## src/ihex_pkg.sv

```systemverilog
// Shared types, codes and a helper function for the Intel HEX stream parser.
// Depends on nothing; imported by ihex_rsp_reg and intel_hex_stream_parser.
`timescale 1ns / 1ps
`default_nettype none

package ihex_pkg;

   localparam int LINE_COUNT_BITS_DEFAULT = 16;

   // Result kinds.
   localparam logic [1:0] KIND_SEG  = 2'd0;
   localparam logic [1:0] KIND_DATA = 2'd1;
   localparam logic [1:0] KIND_OK   = 2'd2;
   localparam logic [1:0] KIND_FAIL = 2'd3;

   // Error codes.
   localparam logic [2:0] ERR_NONE     = 3'd0;
   localparam logic [2:0] ERR_NO_COLON = 3'd1;
   localparam logic [2:0] ERR_HEADER   = 3'd2;
   localparam logic [2:0] ERR_TRUNC    = 3'd3;
   localparam logic [2:0] ERR_CHECKSUM = 3'd4;
   localparam logic [2:0] ERR_EXT_ADDR = 3'd5;
   localparam logic [2:0] ERR_NO_DATA  = 3'd6;

   // Record types.
   localparam logic [7:0] REC_DATA    = 8'h00;
   localparam logic [7:0] REC_EOF     = 8'h01;
   localparam logic [7:0] REC_EXT_LIN = 8'h04;

   // Characters of interest.
   localparam logic [7:0] CHAR_CR    = 8'h0D;
   localparam logic [7:0] CHAR_LF    = 8'h0A;
   localparam logic [7:0] CHAR_COLON = 8'h3A;

   // The header is length, offset high, offset low and type: eight digits.
   localparam logic [9:0] HEADER_DIGITS = 10'd8;

   typedef enum logic [2:0] {
      PH_IDLE = 3'b001,
      PH_REC  = 3'b010,
      PH_DONE = 3'b100
   } phase_type;

   typedef struct packed {
      logic [1:0]  kind;
      logic [31:0] address;
      logic [7:0]  data_byte;
      logic [2:0]  error_code;
      logic [15:0] line_number;
   } rsp_type;

   // Hex digit decode: bit 4 set means the character is a valid digit.
   function automatic logic [4:0] nibble_of(input logic [7:0] c);
      logic [4:0] r;
      r = 5'd0;
      if (c >= 8'h30 && c <= 8'h39) begin
         r = {1'b1, c[3:0]};
      end else if ((c >= 8'h61 && c <= 8'h66) || (c >= 8'h41 && c <= 8'h46)) begin
         r = {1'b1, c[3:0] + 4'd9};
      end
      return r;
   endfunction

endpackage

`default_nettype wire

```

## src/ihex_rsp_reg.sv

```systemverilog
// Result register with valid/stall handshake for the Intel HEX parser.
// Depends on ihex_pkg for the result record type.
`timescale 1ns / 1ps
`default_nettype none

module ihex_rsp_reg (
   input  wire logic             clock,
   input  wire logic             reset,
   input  wire logic             load_valid,
   input  wire ihex_pkg::rsp_type load_data,
   output logic                  load_stall,
   output logic                  rsp_valid,
   input  wire logic             rsp_stall,
   output ihex_pkg::rsp_type     rsp_data
);
   import ihex_pkg::*;

   logic    valid_ff;
   logic    valid_in;
   rsp_type data_ff;
   logic    open_slot;

   // The register may take a new transaction when empty or when its
   // current one leaves in this cycle.
   assign open_slot  = !valid_ff || !rsp_stall;
   assign load_stall = !open_slot;
   assign valid_in   = open_slot ? load_valid : valid_ff;

   always_ff @(posedge clock) begin
      if (reset) begin
         valid_ff <= 1'b0;
      end else begin
         valid_ff <= valid_in;
      end
   end

   always_ff @(posedge clock) begin
      if (open_slot && load_valid) begin
         data_ff <= load_data;
      end
   end

   assign rsp_valid = valid_ff;
   assign rsp_data  = data_ff;

endmodule

`default_nettype wire

```

## src/intel_hex_stream_parser.sv

```systemverilog
// Intel HEX stream parser: one character per transaction, one result at most.
// Each result is registered and appears in the cycle after the character that causes it.
// Throughput: one character per cycle; the input stalls only while a result
// waits in the output register and the output side stalls.
// Reset (synchronous, active high) returns to awaiting a line start with all
// addresses, counts and the segment flag cleared.
`timescale 1ns / 1ps
`default_nettype none

module intel_hex_stream_parser #(
   parameter int LINE_COUNT_BITS = ihex_pkg::LINE_COUNT_BITS_DEFAULT
) (
   input  wire logic        clock,
   input  wire logic        reset,
   input  wire logic        req_valid,
   output logic             req_stall,
   input  wire logic [7:0]  req_ch,
   input  wire logic        req_end_of_stream,
   output logic             rsp_valid,
   input  wire logic        rsp_stall,
   output logic [1:0]       rsp_kind,
   output logic [31:0]      rsp_address,
   output logic [7:0]       rsp_data_byte,
   output logic [2:0]       rsp_error_code,
   output logic [15:0]      rsp_line_number
);
   import ihex_pkg::*;

   localparam logic [LINE_COUNT_BITS-1:0] LINE_MAX = '1;

   phase_type                  phase_ff, phase_in;
   logic [9:0]                 digit_ff, digit_in;
   logic [7:0]                 len_ff, len_in;
   logic [15:0]                offset_ff, offset_in;
   logic [7:0]                 type_ff, type_in;
   logic [3:0]                 hnib_ff, hnib_in;
   logic [7:0]                 sum_ff, sum_in;
   logic [15:0]                upper_ff, upper_in;
   logic [15:0]                pending_ff, pending_in;
   logic [32:0]                next_ff, next_in;
   logic [31:0]                baddr_ff, baddr_in;
   logic                       have_ff, have_in;
   logic [LINE_COUNT_BITS-1:0] line_ff, line_in;

   logic                accept;
   logic                emit;
   logic [1:0]          e_kind;
   logic [31:0]         e_addr;
   logic [7:0]          e_data;
   logic [2:0]          e_err;
   logic [LINE_COUNT_BITS+15:0] line_ext;
   logic [15:0]         line_shown;
   rsp_type             load_data;
   rsp_type             rsp_data;

   logic [9:0]  total_digits;
   logic [8:0]  byte_idx;
   logic [8:0]  body_end;
   logic [4:0]  nib;
   logic [7:0]  v;
   logic [7:0]  sum_new;
   logic [2:0]  end_err;
   logic [31:0] seg_addr;

   assign accept       = req_valid && !req_stall;
   assign total_digits = {{1'b0, len_ff} + 9'd5, 1'b0};
   assign byte_idx     = digit_ff[9:1];
   assign body_end     = 9'd4 + {1'b0, len_ff};
   assign nib          = nibble_of(req_ch);
   assign v            = {hnib_ff, nib[3:0]};
   assign sum_new      = sum_ff + v;
   assign seg_addr     = {upper_ff, offset_ff};

   always_comb begin
      if (digit_ff < HEADER_DIGITS) begin
         end_err = ERR_HEADER;
      end else if (digit_ff < total_digits) begin
         end_err = ERR_TRUNC;
      end else begin
         end_err = ERR_NONE;
      end
   end

   always_comb begin
      phase_in   = phase_ff;
      digit_in   = digit_ff;
      len_in     = len_ff;
      offset_in  = offset_ff;
      type_in    = type_ff;
      hnib_in    = hnib_ff;
      sum_in     = sum_ff;
      upper_in   = upper_ff;
      pending_in = pending_ff;
      next_in    = next_ff;
      baddr_in   = baddr_ff;
      have_in    = have_ff;
      line_in    = line_ff;
      emit       = 1'b0;
      e_kind     = KIND_SEG;
      e_addr     = 32'd0;
      e_data     = 8'd0;
      e_err      = ERR_NONE;

      if (accept && phase_ff != PH_DONE) begin
         if (req_end_of_stream) begin
            emit = 1'b1;
            if (phase_ff == PH_REC && end_err != ERR_NONE) begin
               e_kind = KIND_FAIL;
               e_err  = end_err;
            end else if (have_ff) begin
               e_kind = KIND_OK;
            end else begin
               e_kind = KIND_FAIL;
               e_err  = ERR_NO_DATA;
            end
         end else if (req_ch == CHAR_CR) begin
            // Carriage returns are dropped wherever they fall.
         end else if (phase_ff == PH_IDLE) begin
            if (line_ff != LINE_MAX) begin
               line_in = line_ff + LINE_COUNT_BITS'(1);
            end
            if (req_ch == CHAR_LF) begin
               // An empty line counts but carries nothing.
            end else if (req_ch != CHAR_COLON) begin
               emit   = 1'b1;
               e_kind = KIND_FAIL;
               e_err  = ERR_NO_COLON;
            end else begin
               phase_in = PH_REC;
               digit_in = 10'd0;
               sum_in   = 8'd0;
               len_in   = 8'd0;
            end
         end else if (req_ch == CHAR_LF) begin
            if (end_err != ERR_NONE) begin
               emit   = 1'b1;
               e_kind = KIND_FAIL;
               e_err  = end_err;
            end else begin
               phase_in = PH_IDLE;
            end
         end else if (digit_ff >= HEADER_DIGITS && digit_ff >= total_digits) begin
            // Text after the checksum byte is ignored up to the line end.
         end else if (!nib[4]) begin
            emit   = 1'b1;
            e_kind = KIND_FAIL;
            e_err  = (digit_ff < HEADER_DIGITS) ? ERR_HEADER : ERR_TRUNC;
         end else if (!digit_ff[0]) begin
            hnib_in  = nib[3:0];
            digit_in = digit_ff + 10'd1;
         end else begin
            digit_in = digit_ff + 10'd1;
            sum_in   = sum_new;
            if (byte_idx == 9'd0) begin
               len_in = v;
            end else if (byte_idx == 9'd1) begin
               offset_in = {v, 8'd0};
            end else if (byte_idx == 9'd2) begin
               offset_in = {offset_ff[15:8], v};
            end else if (byte_idx == 9'd3) begin
               type_in = v;
               if (v == REC_EXT_LIN) begin
                  pending_in = 16'd0;
               end
               if (v == REC_DATA) begin
                  // A data record continues the segment only when it starts
                  // exactly where the previous one ended.
                  have_in  = 1'b1;
                  baddr_in = seg_addr;
                  next_in  = {1'b0, seg_addr} + {25'd0, len_ff};
                  if (!have_ff || next_ff != {1'b0, seg_addr}) begin
                     emit   = 1'b1;
                     e_kind = KIND_SEG;
                     e_addr = seg_addr;
                  end
               end
            end else if (byte_idx < body_end) begin
               if (type_ff == REC_EXT_LIN) begin
                  pending_in = {pending_ff[7:0], v};
               end
               if (type_ff == REC_DATA) begin
                  emit     = 1'b1;
                  e_kind   = KIND_DATA;
                  e_addr   = baddr_ff;
                  e_data   = v;
                  baddr_in = baddr_ff + 32'd1;
               end
            end else begin
               if (sum_new != 8'd0) begin
                  emit   = 1'b1;
                  e_kind = KIND_FAIL;
                  e_err  = ERR_CHECKSUM;
               end else if (type_ff == REC_EOF) begin
                  emit = 1'b1;
                  if (have_ff) begin
                     e_kind = KIND_OK;
                  end else begin
                     e_kind = KIND_FAIL;
                     e_err  = ERR_NO_DATA;
                  end
               end else if (type_ff == REC_EXT_LIN) begin
                  if (len_ff != 8'd2) begin
                     emit   = 1'b1;
                     e_kind = KIND_FAIL;
                     e_err  = ERR_EXT_ADDR;
                  end else begin
                     upper_in = pending_ff;
                  end
               end
            end
         end

         if (emit && (e_kind == KIND_OK || e_kind == KIND_FAIL)) begin
            phase_in = PH_DONE;
         end
      end
   end

   // The line number shown saturates at the width of the result field.
   assign line_ext   = {16'd0, line_in};
   assign line_shown = (|line_ext[LINE_COUNT_BITS+15:16]) ? 16'hFFFF : line_ext[15:0];

   always_comb begin
      load_data.kind        = e_kind;
      load_data.address     = e_addr;
      load_data.data_byte   = e_data;
      load_data.error_code  = e_err;
      load_data.line_number = (e_kind == KIND_OK || e_kind == KIND_FAIL) ? line_shown : 16'd0;
   end

   always_ff @(posedge clock) begin
      if (reset) begin
         phase_ff   <= PH_IDLE;
         digit_ff   <= 10'd0;
         len_ff     <= 8'd0;
         offset_ff  <= 16'd0;
         type_ff    <= 8'd0;
         hnib_ff    <= 4'd0;
         sum_ff     <= 8'd0;
         upper_ff   <= 16'd0;
         pending_ff <= 16'd0;
         next_ff    <= 33'd0;
         baddr_ff   <= 32'd0;
         have_ff    <= 1'b0;
         line_ff    <= '0;
      end else begin
         phase_ff   <= phase_in;
         digit_ff   <= digit_in;
         len_ff     <= len_in;
         offset_ff  <= offset_in;
         type_ff    <= type_in;
         hnib_ff    <= hnib_in;
         sum_ff     <= sum_in;
         upper_ff   <= upper_in;
         pending_ff <= pending_in;
         next_ff    <= next_in;
         baddr_ff   <= baddr_in;
         have_ff    <= have_in;
         line_ff    <= line_in;
      end
   end

   ihex_rsp_reg u_rsp_reg (
      .clock      (clock),
      .reset      (reset),
      .load_valid (emit),
      .load_data  (load_data),
      .load_stall (req_stall),
      .rsp_valid  (rsp_valid),
      .rsp_stall  (rsp_stall),
      .rsp_data   (rsp_data)
   );

   assign rsp_kind        = rsp_data.kind;
   assign rsp_address     = rsp_data.address;
   assign rsp_data_byte   = rsp_data.data_byte;
   assign rsp_error_code  = rsp_data.error_code;
   assign rsp_line_number = rsp_data.line_number;

endmodule

`default_nettype wire

```

## config.mk

```make
export PLATFORM = sky130hd
export DESIGN_NAME = intel_hex_stream_parser
export DESIGN_NICKNAME = d
export VERILOG_FILES = /design/src/ihex_pkg.sv /design/src/ihex_rsp_reg.sv /design/src/intel_hex_stream_parser.sv
export SDC_FILE = /design/constraint.sdc
export NUM_CORES = 1
export LEC_CHECK = 0
export BUFFER_PORTS_ARGS = -buffer_cell sky130_fd_sc_hd__buf_4
export CAP_MARGIN = 5
export CORE_ASPECT_RATIO = 1.25
export CORE_MARGIN = 5
export CORE_UTILIZATION = 40
export DETAILED_ROUTE_END_ITERATION = 7
export PLACE_DENSITY = 0.62
export SKIP_CTS_REPAIR_TIMING = 1
export SYNTH_ARGS = -nofsm -noshare
export SYNTH_HDL_FRONTEND = slang
export SYNTH_SLANG_ARGS = --single-unit
```

## constraint.sdc

```tcl
create_clock -name clock -period 15.06 [get_ports clock]
set_clock_uncertainty 0.05 [all_clocks]
set_input_delay 1.506 -clock clock [delete_from_list [all_inputs] [get_ports clock]]
set_output_delay 1.506 -clock clock [all_outputs]
set_load 0.01 [all_outputs]
```

---- Word level (Yosys, flattened, before mapping) ----
Index checks and enable logic that the tools add are counted.
word-level totals
  bits in registers ....................... 233
  bits of input ports ..................... 13
  output and inout port bits .............. 63
  word-level logic and storage cells ...... 250
operators by class
  add/subtract/negate cells ............... 8
  $lt $le $gt $ge ......................... 11
  equality and inequality tests ........... 28
  multiplexer cells ....................... 121
  bitwise logic cells ..................... 17
  reduce and logical (&&, ||, !) cells .... 45
operators with widths
  kind                                                                number
  2-to-1 mux 32 bit                                                   9
  2-to-1 mux 16 bit                                                   10
  2-to-1 mux 8 bit                                                    14
  2-to-1 mux 3 bit                                                    27
  2-to-1 mux 10 bit                                                   6
  2-to-1 mux 2 bit                                                    23
  adder 32 x 8 -> 33 bit                                              1
  != test 33 x 32 -> 1 bit                                            1
  adder 32 x 1 -> 32 bit (second input constant)                      1
  2-to-1 mux 1 bit                                                    30
  AND reduction 14 bit                                                2
  AND reduction 10 bit                                                2
  == test 9 x 2 -> 1 bit (second input constant)                      2
  inverter 1 bit                                                      17
  AND reduction 17 bit                                                1
  adder 16 x 1 -> 16 bit (second input constant)                      1
  == test 8 x 3 -> 1 bit (second input constant)                      2
  == test 8 x 4 -> 1 bit (second input constant)                      2
  greater-or-equal comparator 8 x 7 -> 1 bit (second input constant)  2
  less-or-equal comparator 8 x 7 -> 1 bit (second input constant)     2
  zero test 8 bit                                                     2
  != test 16 bit (second input constant)                              1
  AND reduction 8 bit                                                 2
  AND reduction 7 bit                                                 2
  37 further kinds                                                    68

---- Longest topological paths before layout ----
Gate-level depths: netlist (run 1).
  word-level depth ........................ 26
  mapped depth ............................ 18
  gate-level depth less buffers ........... 16

---- Hierarchy ----
A second synthesis (run 1) with hierarchy kept.
unflattened totals
  cells, all modules ...................... 1505
  area, all modules ....................... 12657.1 um^2
modules (own cells, without submodules)
  module                   instances  cells an instance  area an instance (um^2)  seq. area each (um^2)
  intel_hex_stream_parser  1          1439               10779.1                  3423.3
  ihex_rsp_reg             1          66                 1878.1                   1851.8

---- Worst setup path after synthesis (run 1) ----
Ideal clock, no wire load.
  kind .................................... input to register
  start ................................... input port req_ch[3]
  end ..................................... register u_rsp_reg.data_ff, in the netlist u_rsp_reg.rsp_data[0] (enable)
  setup time .............................. 0.670 ns
  data arrival time ....................... 5.700 ns
  slack ................................... 8.640 ns
  cell stages on the path ................. 15
  path through ............................ buf_6 -> or4b_4 -> or3_4 -> nand2_4 -> o211ai_1 -> inv_2 -> ha_1 -> clkbuf_1 -> a21o_1 -> o311a_1 -> nor4_1 -> o22ai_1 -> o31ai_1 -> a311o_1 -> nand2_1
on the way
  longest elaborated chain between the ends .. 23
RTL lines
  item                                                                                                          RTL line                        source
  start, declared                                                                                               intel_hex_stream_parser.sv:17   input wire logic [7:0] req_ch,
  greater-or-equal comparator 8 x 7 -> 1 bit / less-or-equal comparator 8 x 7 -> 1 bit (equally long branches)  ihex_pkg.sv:58                  end else if ((c >= 8'h61 && c <= 8'h66) || (c >= 8'h41 && c <= 8'h46)) begin
  logical AND 1 bit                                                                                             ihex_pkg.sv:58
  logical OR 1 bit                                                                                              ihex_pkg.sv:58
  2-to-1 mux 5 bit                                                                                              ihex_pkg.sv:58
  2-to-1 mux 5 bit *                                                                                            ihex_pkg.sv:56                  if (c >= 8'h30 && c <= 8'h39) begin
  net nib[2]                                                                                                    intel_hex_stream_parser.sv:59   logic [4:0] nib;
  adder 8 bit                                                                                                   intel_hex_stream_parser.sv:71   assign sum_new = sum_ff + v;
  nonzero test 8 bit                                                                                            intel_hex_stream_parser.sv:189  if (sum_new != 8'd0) begin
  (+7 left out)                                                                                                 -
  2-to-1 mux 1 bit *                                                                                            intel_hex_stream_parser.sv:144  end else if (!nib[4]) begin
  2-to-1 mux 1 bit *                                                                                            intel_hex_stream_parser.sv:142  end else if (digit_ff >= HEADER_DIGITS && digit_ff >= total_digits) begin
  2-to-1 mux 1 bit *                                                                                            intel_hex_stream_parser.sv:134  end else if (req_ch == CHAR_LF) begin
  2-to-1 mux 1 bit *                                                                                            intel_hex_stream_parser.sv:118  end else if (phase_ff == PH_IDLE) begin
  2-to-1 mux 1 bit *                                                                                            intel_hex_stream_parser.sv:116  end else if (req_ch == CHAR_CR) begin
  2-to-1 mux 1 bit *                                                                                            intel_hex_stream_parser.sv:105  if (req_end_of_stream) begin
  2-to-1 mux 1 bit * (2 in a row)                                                                               intel_hex_stream_parser.sv:104  if (accept && phase_ff != PH_DONE) begin
  logical AND 1 bit *                                                                                           ihex_rsp_reg.sv:38              if (open_slot && load_valid) begin
  end signal, assigned                                                                                          ihex_rsp_reg.sv:39              data_ff <= load_data;
  end, declared                                                                                                 ihex_rsp_reg.sv:20              rsp_type data_ff;
The timed path passes the listed nets; every way through them passes the cells marked *. The select of a mux whose other input is x is not followed.
A chain may end at the register's enable or synchronous reset.

---- Worst setup path in the final report (run 1) ----
  start ................................... input port req_ch[7]
  end ..................................... register u_rsp_reg.data_ff, in the netlist u_rsp_reg.rsp_data[56] (enable)
The elaborated chain is that of the path after synthesis.

==> results.md, run 1 <==
- # rows: between 70 and 80
- Die ar.: 0.0353 mm^2
- Hpwl dp: between 20000 and 25000 um
- WHS Endpoint: type_ff[3]
- Multi-input logic area: 0.00690 mm^2
- Fraction of layout cells with a size suffix above 1: roughly 11%
- CTS sink cnt: about 230
- Post-synth EDFFs: 61
- Initial Utilization: around two fifths
- Vias: ~11k
- DRT antenna net count: 0
- Synth warn: 0
- GR Util All Layers: 18.8%
- Max VDD drop: 0.0719 mV
- Synthesized cell area: roughly 0.013 mm^2
- Arrival @ worst endpoint: ~6000 ps
- Die Height: around 210 um
- FF-to-FF path depth: 16
- Setup WS pre-CTS: just under 9000 ps
- Relative slew slack: 12.7%
- Seq/Total Area, Yosys: a little over two fifths
- Nature of the critical path startpoint: input port
- Post-Syn Area per Cell: 8.58 um^2
- Routing usage on met3: roughly 2.5%
- Reg area: between 0.005 and 0.006 mm^2
- Routability congestion estimate: just under 0.9
- Power, Total: ~1.4 mW
- Commonest register cell after synthesis: dfxtp_1
- CP Capture Type: register
- CP Max Fanout: 47
- Synthesized instance count: 1477
- Crit. Startpoint: req_ch[7]
- Worst skew pair latency: 520 ps
- Number of max-cap violations: 0
- Diode count: 0
- CP cell instances: buf_4 > or4b_4 > nor3_1 > nand2_1 > o21ai_1 > fa_1 > or3_1 > nor4_1 > o22ai_1 > o31ai_1 > a311o_1 > nand2_2 > buf_4
- Worst hold-check path type: reg -> reg
- Hold Path Stages: 2
- Final hold violation count: 0
- DR pass1 iterations: 5
- Setup Crit Path Kind: in -> reg
- CP max-delay cell: fa_1
- Crit path time final: about 6000 ps
- M1 GR Usage: 25.4%
- Largest net degree at the start of global routing: 89
- Commonest non-fill, non-tap cell in the layout: nor2_1
- Max Freq: 170 MHz
- CTS clk-pin slew, worst paths: 60 ps
- Tightest Pin Transition: 1300 ps
- CTS tree: yes
- Avg WL per Cell: around 18 um
- Final Cycle Share: 39.0%
- Via density: approximately 5.7
- Reg-to-reg slack, setup: a little over 10000 ps
- IO Port Bufs: 75
- Most frequent cells in the layout: nor2_1 (186), dfxtp_1 (172), nand2_1 (166), a21oi_1 (124), buf_4 (89)
- Ys async rst share: 0%
- 1st-iter DRT viols: 802
- Clock root cell: clkbuf_16
- Layout net count: 1554
- Synth Register Bits: 233
- # setup viols final: 0
- Global-route wire length before repair: about 56000 um
- Post-synthesis net count: 1537
- Gr ovfl total: 0
- # fillers: a little over 3k
- CTS buffer count: 25
- Final hold slack: 401 ps
- Die Width: approximately 170 um
- Status: complete, no violations
- Reg-to-reg critical path startpoint: len_ff[2]
- Layout area overhead: 12.3%
- Most common cell type on the critical path: buf_4
- DRC viols: 0
- Final WS setup: between 9000 and 10000 ps
- Slew Limit Fails: 0
- Clock buffer depth: 3
- RSZ-0062 raised after global routing: no
- Global route hottest layer: met2
- H-tree depth: 1
- Largest stage delay on the critical path: around 560 ps
- Final wirelength: around 34000 um
- Synth cell types: 83
- TNS Setup: 0 ps
- Cell Pwr Density: about 95 mW/mm^2
- CP required: ~15000 ps
- Worst reg2reg path endpoint: pending_ff[3]
- Lkg Pwr: around 5 nW
- Area after DPL: approximately 0.013 mm^2
- I/O Pins: 76
- Design Area, Final: 0.0142 mm^2
- M2 GR Usage: between 30% and 40%
- Launch point of the worst hold path: type_ff[3]
- Core ar.: between 0.03 and 0.04 mm^2
- Vias in the first global route: 10.6k
- Initial antenna violation count: 0
-- flip-flops by register name, indices dropped and copies added, names as in the netlist --
signal and cells:
next_ff 33, type_ff 8, hnib_ff 4, u_rsp_reg.rsp_data 61, baddr_ff 32, digit_ff 10
len_ff 8, line_ff 16, offset_ff 16, sum_ff 8, pending_ff 16, u_rsp_reg.rsp_valid 1
have_ff 1, upper_ff 16, phase_ff 3
-- per-stage QoR --
step | std cells | util [%]
finish | 1919 | 45.8
global placement | 1874 | 43.3
detailed placement | 1874 | 43.3
floorplan | 1477 | -
CTS | 1919 | 45.8
global route | 1919 | 45.8
-- Yosys cell counts (3+ instances only) --
library cell	n	share of area, %
or3_1	7	0.35
nor2b_1	3	0.15
buf_1	5	0.15
edfxtp_1	61	14
xnor2_1	65	4.5
o31ai_1	9	0.53
o21bai_1	3	0.18
nand3b_1	6	0.36
a32o_1	3	0.24
nor3b_1	7	0.41
and3_1	27	1.3
o22ai_1	3	0.15
a21oi_1	124	4.9
nand4_1	24	1.2
o32ai_2	8	1.0
a31oi_1	12	0.59
nand2b_1	6	0.30
and2_1	12	0.59
o211ai_1	8	0.47
o21a_1	6	0.36
o21ai_0	47	1.9
and4_1	7	0.48
nand3_1	78	3.1
or2_2	9	0.44
a211oi_1	22	1.3
or4_1	5	0.30
nor4b_1	3	0.21
o21ai_1	5	0.20
nand2_1	167	4.9
nor3_1	32	1.3
ha_1	45	4.4
a21o_1	6	0.36
nor2_1	187	5.5
clkbuf_1	67	2.0
buf_2	23	0.91
dfxtp_1	172	27
inv_1	24	0.71
a22o_1	9	0.62
nor4_1	20	0.99
xor2_1	32	2.2
mux2i_1	31	2.4
a22oi_1	34	2.0
-- critical path, delay by kind of cell --
kind                     cells  cell delay (ps)
AND/OR/NAND/NOR              6             1970
AO/OA/AOI/OAI                4             1410
adder cells (fa/ha/maj)      1              560
buffers and inverters        2              520
-- cell families after synthesis --
logic type               share of synthesized area (%)
flip-flops                                        41.6
multiplexers                                      2.45
buffers and inverters                             4.11
adder cells (fa/ha/maj)                           4.76
AND/OR/NAND/NOR                                   23.2
XOR/XNOR                                          6.71
AO/OA/AOI/OAI                                     17.2
-- where the power goes --
part           internal [mW]  leakage (nW)  switching [mW]
clock                  0.346         0.386           0.250
sequential             0.664          2.01         0.00674
combinational         0.0324          2.54          0.0544
total                   1.04          4.93           0.311
-- worst max-delay path by stage --
stage	cells after the start	slack, ps	to
2_1_floorplan	15	8640	u_rsp_reg.rsp_data[0]
3_3_place_gp	13	8810	u_rsp_reg.rsp_data[54]
3_5_place_dp	14	8720	u_rsp_reg.rsp_data[55]
4_1_cts	14	9230	u_rsp_reg.rsp_data[54]
5_1_grt	14	8930	u_rsp_reg.rsp_data[56]
6_report	13	9190	u_rsp_reg.rsp_data[56]
-- routing by layer --
metal | vias to the layer above | share of wire [%] | wire [um]
met5 | - | 0 | 0
met4 | 0 | 3.2 | 1090
met3 | 77 | 6.5 | 2250
met2 | 347 | 47 | 16200
met1 | 5225 | 43 | 14900
li1 | 5324 | - | -
-- area by class of cell --
class                      count  area share, %
sequential                   233           37.1
timing repair buffer          89           4.69
inverter                      26          0.686
clock inverter                 9          0.484
multi-input combinational   1119           48.5
tap                          407           3.58
clock buffer                  36           5.04
(Power assumes the default switching activity.)
==> run 2: changes to the inputs <==
PLACE_DENSITY = 0.64   (was 0.62)
clock period = 4.85 ns   (was 15.06 ns; I/O delays follow)
==> results.md, run 2 (same netlist as run 1, synthesis figures left out) <==
- GR Util All Layers: 18.5% (was 18.8%)
- CP required: 5170 ps (was 15210 ps)
- DR pass1 iterations: 5 (unchanged)
- Crit. Startpoint: len_ff[2] (was req_ch[7])
- Initial antenna violation count: 0 (unchanged)
- Status: complete, no violations (unchanged)
- Switch share: 23.1% (was 23.0%)
- Via density: 5.67 (was 5.72)
- Routability congestion estimate: 0.901 (was 0.895)
- Setup WS pre-CTS: 264 ps (was 8720 ps)
- Largest net degree at the start of global routing: 73 (was 89)
- Die Height: 209 um (unchanged)
- # fillers: 3013 (was 3066)
- Relative slew slack: 23.5% (was 12.7%)
- Fraction of layout cells with a size suffix above 1: 12.0% (was 10.8%)
- Arrival @ worst endpoint: 4700 ps (was 6010 ps)
- Global-route wire length before repair: 54500 um (was 55900 um)
- Final wirelength: 33500 um (was 34400 um)
- Most frequent cells in the layout: nor2_1 (186), dfxtp_1 (172), nand2_1 (166), a21oi_1 (124), buf_4 (104) (was nor2_1 (186), dfxtp_1 (172), nand2_1 (166), a21oi_1 (124), buf_4 (89))
- Diode count: 0 (unchanged)
- Die ar.: 0.0353 mm^2 (unchanged)
- 1st-iter DRT viols: 748 (was 802)
- Gate power share: 6.4% (about the same)
- Layout area overhead: 14.0% (was 12.3%)
- Lkg Pwr: 5.06 nW (was 4.93 nW)
- Setup Crit Path Kind: reg -> reg (was in -> reg)
- Initial Utilization: 40.8% (unchanged)
- Worst hold-check path type: in -> reg (was reg -> reg)
- CP Capture Type: register (unchanged)
- Avg WL per Cell: 17.3 um (was 17.9 um)
- Max Freq: 228 MHz
- CTS buffer count: 24 (was 25)
- Clock buffer depth: 3 (unchanged)
- Hpwl dp: 23200 um (was 23300 um)
- Vias: 11.0k (about the same)
- Die Width: 169 um (unchanged)
- RSZ-0062 raised after global routing: no (unchanged)
- Final WS setup: 471 ps (was 9190 ps)
- Max VDD drop: 0.245 mV (was 0.0719 mV)
- Flip-flop count of the largest register, all copies and words added: 61 (unchanged)
- Final Cycle Share: around nine tenths
- Commonest non-fill, non-tap cell in the layout: nor2_1 (unchanged)
- Cell-internal power: 3.36 mW (was 1.04 mW)
- CTS clk-pin slew, worst paths: 60 ps (about the same)
- DRT antenna net count: 0 (unchanged)
- Reg-to-reg critical path startpoint: len_ff[2] (unchanged)
- Cell Pwr Density: 303 mW/mm^2 (was 95.1 mW/mm^2)
- Worst skew pair latency: 540 ps (was 520 ps)
- H-tree depth: 1 (unchanged)
- Number of max-cap violations: 0 (unchanged)
- Layout net count: 1569 (was 1554)
- Tightest Pin Transition: 1130 ps (was 1300 ps)
- CP Max Fanout: 43 (was 47)
- Sw Pwr: 1.01 mW (was 0.311 mW)
- Slew Limit Fails: 0 (unchanged)
- I/O Pins: 76 (unchanged)
- IO Port Bufs: 75 (unchanged)
- Launch point of the worst hold path: rsp_stall (was type_ff[3])
- # rows: 72 (unchanged)
- Gr ovfl total: 0 (unchanged)
- Nature of the critical path startpoint: register (was input port)
- CTS sink cnt: 233 (unchanged)
- Clock root cell: clkbuf_16 (unchanged)
- Core ar.: 0.0311 mm^2 (unchanged)
- Clock power share: 46.0% (was 44.0%)
- # setup viols final: 0 (unchanged)
- Sequential power share: 47.6% (was 49.5%)
- TNS Setup: 0 ps (unchanged)
- CTS tree: yes (unchanged)
- Crit path time final: ~4400 ps
- DRC viols: 0 (unchanged)
- Vias in the first global route: 10.3k (was 10.6k)
- Final hold violation count: 0 (unchanged)
[run 2: worst paths after layout]
check / cells after the start / slack, ps / to
worst min-delay path: 3 / 320 / u_rsp_reg.rsp_valid
worst max register to register: 15 / 470 / baddr_ff[12]
worst max-delay path: 15 / 470 / baddr_ff[12]
worst min register to register: 2 / 400 / next_ff[32]
[run 2: layout make-up]
type / instances / area [um^2] / area share, %
timing repair buffer: 105 / 801 / 5.54
tap: 407 / 509 / 3.53
multi-input combinational: 1119 / 6890 / 47.7
clock buffer: 31 / 701 / 4.85
clock inverter: 13 / 173 / 1.20
inverter: 26 / 97.6 / 0.676
sequential: 233 / 5280 / 36.5
[run 2: metrics by stage]
step | area [um^2] | instances | utilization [%] | hold WS, ps | power, mW
2_1_floorplan | 12700 | 1477 | - | 377 | 2.26
3_3_place_gp | 13600 | 1890 | 43.7 | 389 | 2.40
3_5_place_dp | 13600 | 1890 | 43.7 | 391 | 2.41
4_1_cts | 14400 | 1934 | 46.5 | 333 | 4.41
5_1_grt | 14400 | 1934 | 46.5 | 327 | 4.51
6_report | 14400 | 1934 | 46.5 | 319 | 4.37
[run 2: power groups by stage]
| stage | logic, mW | registers (mW) | clock network (mW) |
|---|---|---|---|
| after global placement | 0.279 | 2.12 | 0 |
| after CTS | 0.283 | 2.08 | 2.05 |
| after detailed placement | 0.282 | 2.12 | 0 |
| after floorplan | 0.112 | 2.15 | 0 |
| final | 0.279 | 2.08 | 2.01 |
| after global routing | 0.300 | 2.09 | 2.13 |
[run 2: per-layer routing]
layer | GRT usage (%) | up-vias | share of wire (%)
met5 | 0 | - | 0
met2 | 31.2 | 305 | 48
met4 | 5.36 | 0 | 2.2
met3 | 2.21 | 44 | 5.7
li1 | - | 5379 | -
met1 | 24.9 | 5244 | 44
[run 2: worst max-delay path, stage by stage, from the launching register on]
cell	delay (ps)
dfxtp_1	530
inv_1	150
ha_1	220
a21oi_1	230
nor2_1	110
xnor2_1	140
ha_1	320
a211oi_1	270
nor2_1	80
a2111oi_1	280
buf_4	220
a22oi_2	70
or4_1	640
o21bai_4	480
o211ai_1	310
o31ai_1	100
==> run 3: changes to the inputs <==
CORE_UTILIZATION = 56   (was 40)
GPL_ROUTABILITY_DRIVEN = 0   (was default)
PLACE_DENSITY = 0.83   (was 0.64)
==> results.md, run 3 (same netlist as run 1, synthesis figures left out) <==
- Status: complete, no violations (unchanged)
- Commonest non-fill, non-tap cell in the layout: nor2_1 (unchanged)
- Vias in the first global route: 10.8k (was 10.3k)
- CP Max Fanout: 34 (was 43)
- Area after DPL: 0.0134 mm^2 (was 0.0136 mm^2)
- Reg-to-reg slack, setup: 340 ps (was 470 ps)
- Final wirelength: 33900 um (was 33500 um)
- Initial Utilization: 56.8% (was 40.8%)
- CTS buffer count: 24 (unchanged)
- Relative slew slack: 11.4% (was 23.5%)
- Initial antenna violation count: 0 (unchanged)
- Number of max-cap violations: 0 (unchanged)
- Final WS setup: 344 ps (was 471 ps)
- Tightest Pin Transition: 1320 ps (was 1130 ps)
- Clock buffer depth: 3 (unchanged)
- CTS sink cnt: 233 (unchanged)
- Design Area, Final: 0.0144 mm^2 (about the same)
- Cell Pwr Density: 318 mW/mm^2 (was 303 mW/mm^2)
- Max Freq: 222 MHz (was 228 MHz)
- Final hold violation count: 0 (unchanged)
- CP required: 5180 ps (was 5170 ps)
- CP max-delay cell: or4_1 (unchanged)
- IO Port Bufs: 75 (unchanged)
- Max VDD drop: 0.399 mV (was 0.245 mV)
- Cell count after placement: 1763 (was 1890)
- Gr ovfl total: 0 (unchanged)
- Hpwl dp: 22300 um (was 23200 um)
- Via density: 6.38 (was 5.67)
- Crit path time final: 4510 ps (was 4380 ps)
- Arrival @ worst endpoint: 4840 ps (was 4700 ps)
- Multi-input logic area: 0.00691 mm^2 (was 0.00689 mm^2)
- Layout area overhead: 13.6% (was 14.0%)
- Flip-flop count of the largest register, all copies and words added: 61 (unchanged)
- Fraction of layout cells with a size suffix above 1: 12.1% (was 12.0%)
- # setup viols final: 0 (unchanged)
- Largest stage delay on the critical path: 630 ps (was 640 ps)
- DRC viols: 0 (unchanged)
- TNS Setup: 0 ps (unchanged)
- Die Height: 178 um (was 209 um)
- I/O Pins: 76 (unchanged)
- Largest net degree at the start of global routing: 76 (was 73)
- Die ar.: 0.0257 mm^2 (was 0.0353 mm^2)
- Most frequent cells in the layout: nor2_1 (186), dfxtp_1 (172), nand2_1 (166), a21oi_1 (124), buf_4 (101) (was nor2_1 (186), dfxtp_1 (172), nand2_1 (166), a21oi_1 (124), buf_4 (104))
- GR Util All Layers: 25.5% (was 18.5%)
- Layout net count: 1567 (was 1569)
- CTS tree: yes (unchanged)
- Avg WL per Cell: 18.7 um (was 17.3 um)
- Setup Crit Path Kind: reg -> reg (unchanged)
- CP cell instances: inv_1 > ha_1 > a21oi_1 > nor2_1 > xnor2_1 > ha_1 > a211oi_1 > nor2_1 > a2111oi_1 > buf_4 > a22oi_2 > or4_1 > buf_4 > o21bai_4 > a21oi_1 > o32ai_2 (was inv_1 > ha_1 > a21oi_1 > nor2_1 > xnor2_1 > ha_1 > a211oi_1 > nor2_1 > a2111oi_1 > buf_4 > a22oi_2 > or4_1 > o21bai_4 > o211ai_1 > o31ai_1)
- Slew Limit Fails: 0 (unchanged)
- CP Capture Type: register (unchanged)
- Clock root cell: clkbuf_16 (unchanged)
- Reg area: 0.00528 mm^2 (unchanged)
- Lkg Pwr: 5.10 nW (was 5.06 nW)
- Setup WS pre-CTS: 129 ps (was 264 ps)
- DRT antenna net count: 0 (unchanged)
- Vias: 11.5k (was 11.0k)
- CTS clk-pin slew, worst paths: 60 ps (about the same)
- Final Cycle Share: 92.9% (was 90.3%)
- Core ar.: 0.0223 mm^2 (was 0.0311 mm^2)
- Diode count: 0 (unchanged)
- 1st-iter DRT viols: 1259 (was 748)
- Global-route wire length before repair: 54200 um (was 54500 um)
- H-tree depth: 1 (unchanged)
- DR pass1 iterations: 7 (was 5)
- Final hold slack: 329 ps (was 319 ps)
- Worst hold-check path type: in -> reg (unchanged)
- # fillers: 1723 (was 3013)
- Worst skew pair latency: 520 ps (was 540 ps)
- Layout Cells excl Fill: 1808 (was 1934)
- # rows: 61 (was 72)
- RSZ-0062 raised after global routing: no (unchanged)
- Die Width: 145 um (was 169 um)
- Nature of the critical path startpoint: register (unchanged)
[run 3: per-stage QoR]
step                total power [mW]  util [%]
CTS                             4.58      64.5
detailed placement              2.40      60.1
global placement                2.39      60.1
floorplan                       2.26         -
finish                          4.57      64.5
global route                    4.69      64.5
[run 3: worst max-delay path, delay by kind of cell (launching register included)]
| kind | cells | cell delay, ps |
|---|---|---|
| simple gates | 3 | 820 |
| compound gates | 7 | 1620 |
| fa+ha+maj | 2 | 540 |
| flops | 1 | 520 |
| xor+xnor | 1 | 140 |
| buf+inv | 3 | 650 |
[run 3: power by group]
| part | internal, mW | total, mW | switching, mW |
|---|---|---|---|
| logic | 0.108 | 0.283 | 0.175 |
| clock network | 1.39 | 2.20 | 0.811 |
| registers | 2.06 | 2.08 | 0.0216 |
| total | 3.56 | 4.57 | 1.01 |
[run 3: final cells by class]
class	count	share of cell area, %
inverter	26	0.678
sequential	233	36.7
multi-input combinational	1120	48.0
tap	283	2.46
clock inverter	14	1.68
timing repair buffer	102	5.41
clock buffer	30	5.06
[run 3: per-layer routing]
metal	GRT usage, %	vias up	share of wire [%]
met5	0	-	0
met2	41.9	564	47
met4	12.8	0	4.6
li1	-	5379	-
met1	33.7	5459	39
met3	2.20	129	8.5
[run 3: path summary, 6_finish.rpt]
kind / from / end / cells after the start
worst max register to register: len_ff[2] / baddr_ff[7] / 16
worst min register to register: pending_ff[15] / pending_ff[15] / 2
worst max-delay path: len_ff[2] / baddr_ff[7] / 16
worst min-delay path: rsp_stall / u_rsp_reg.rsp_valid / 3
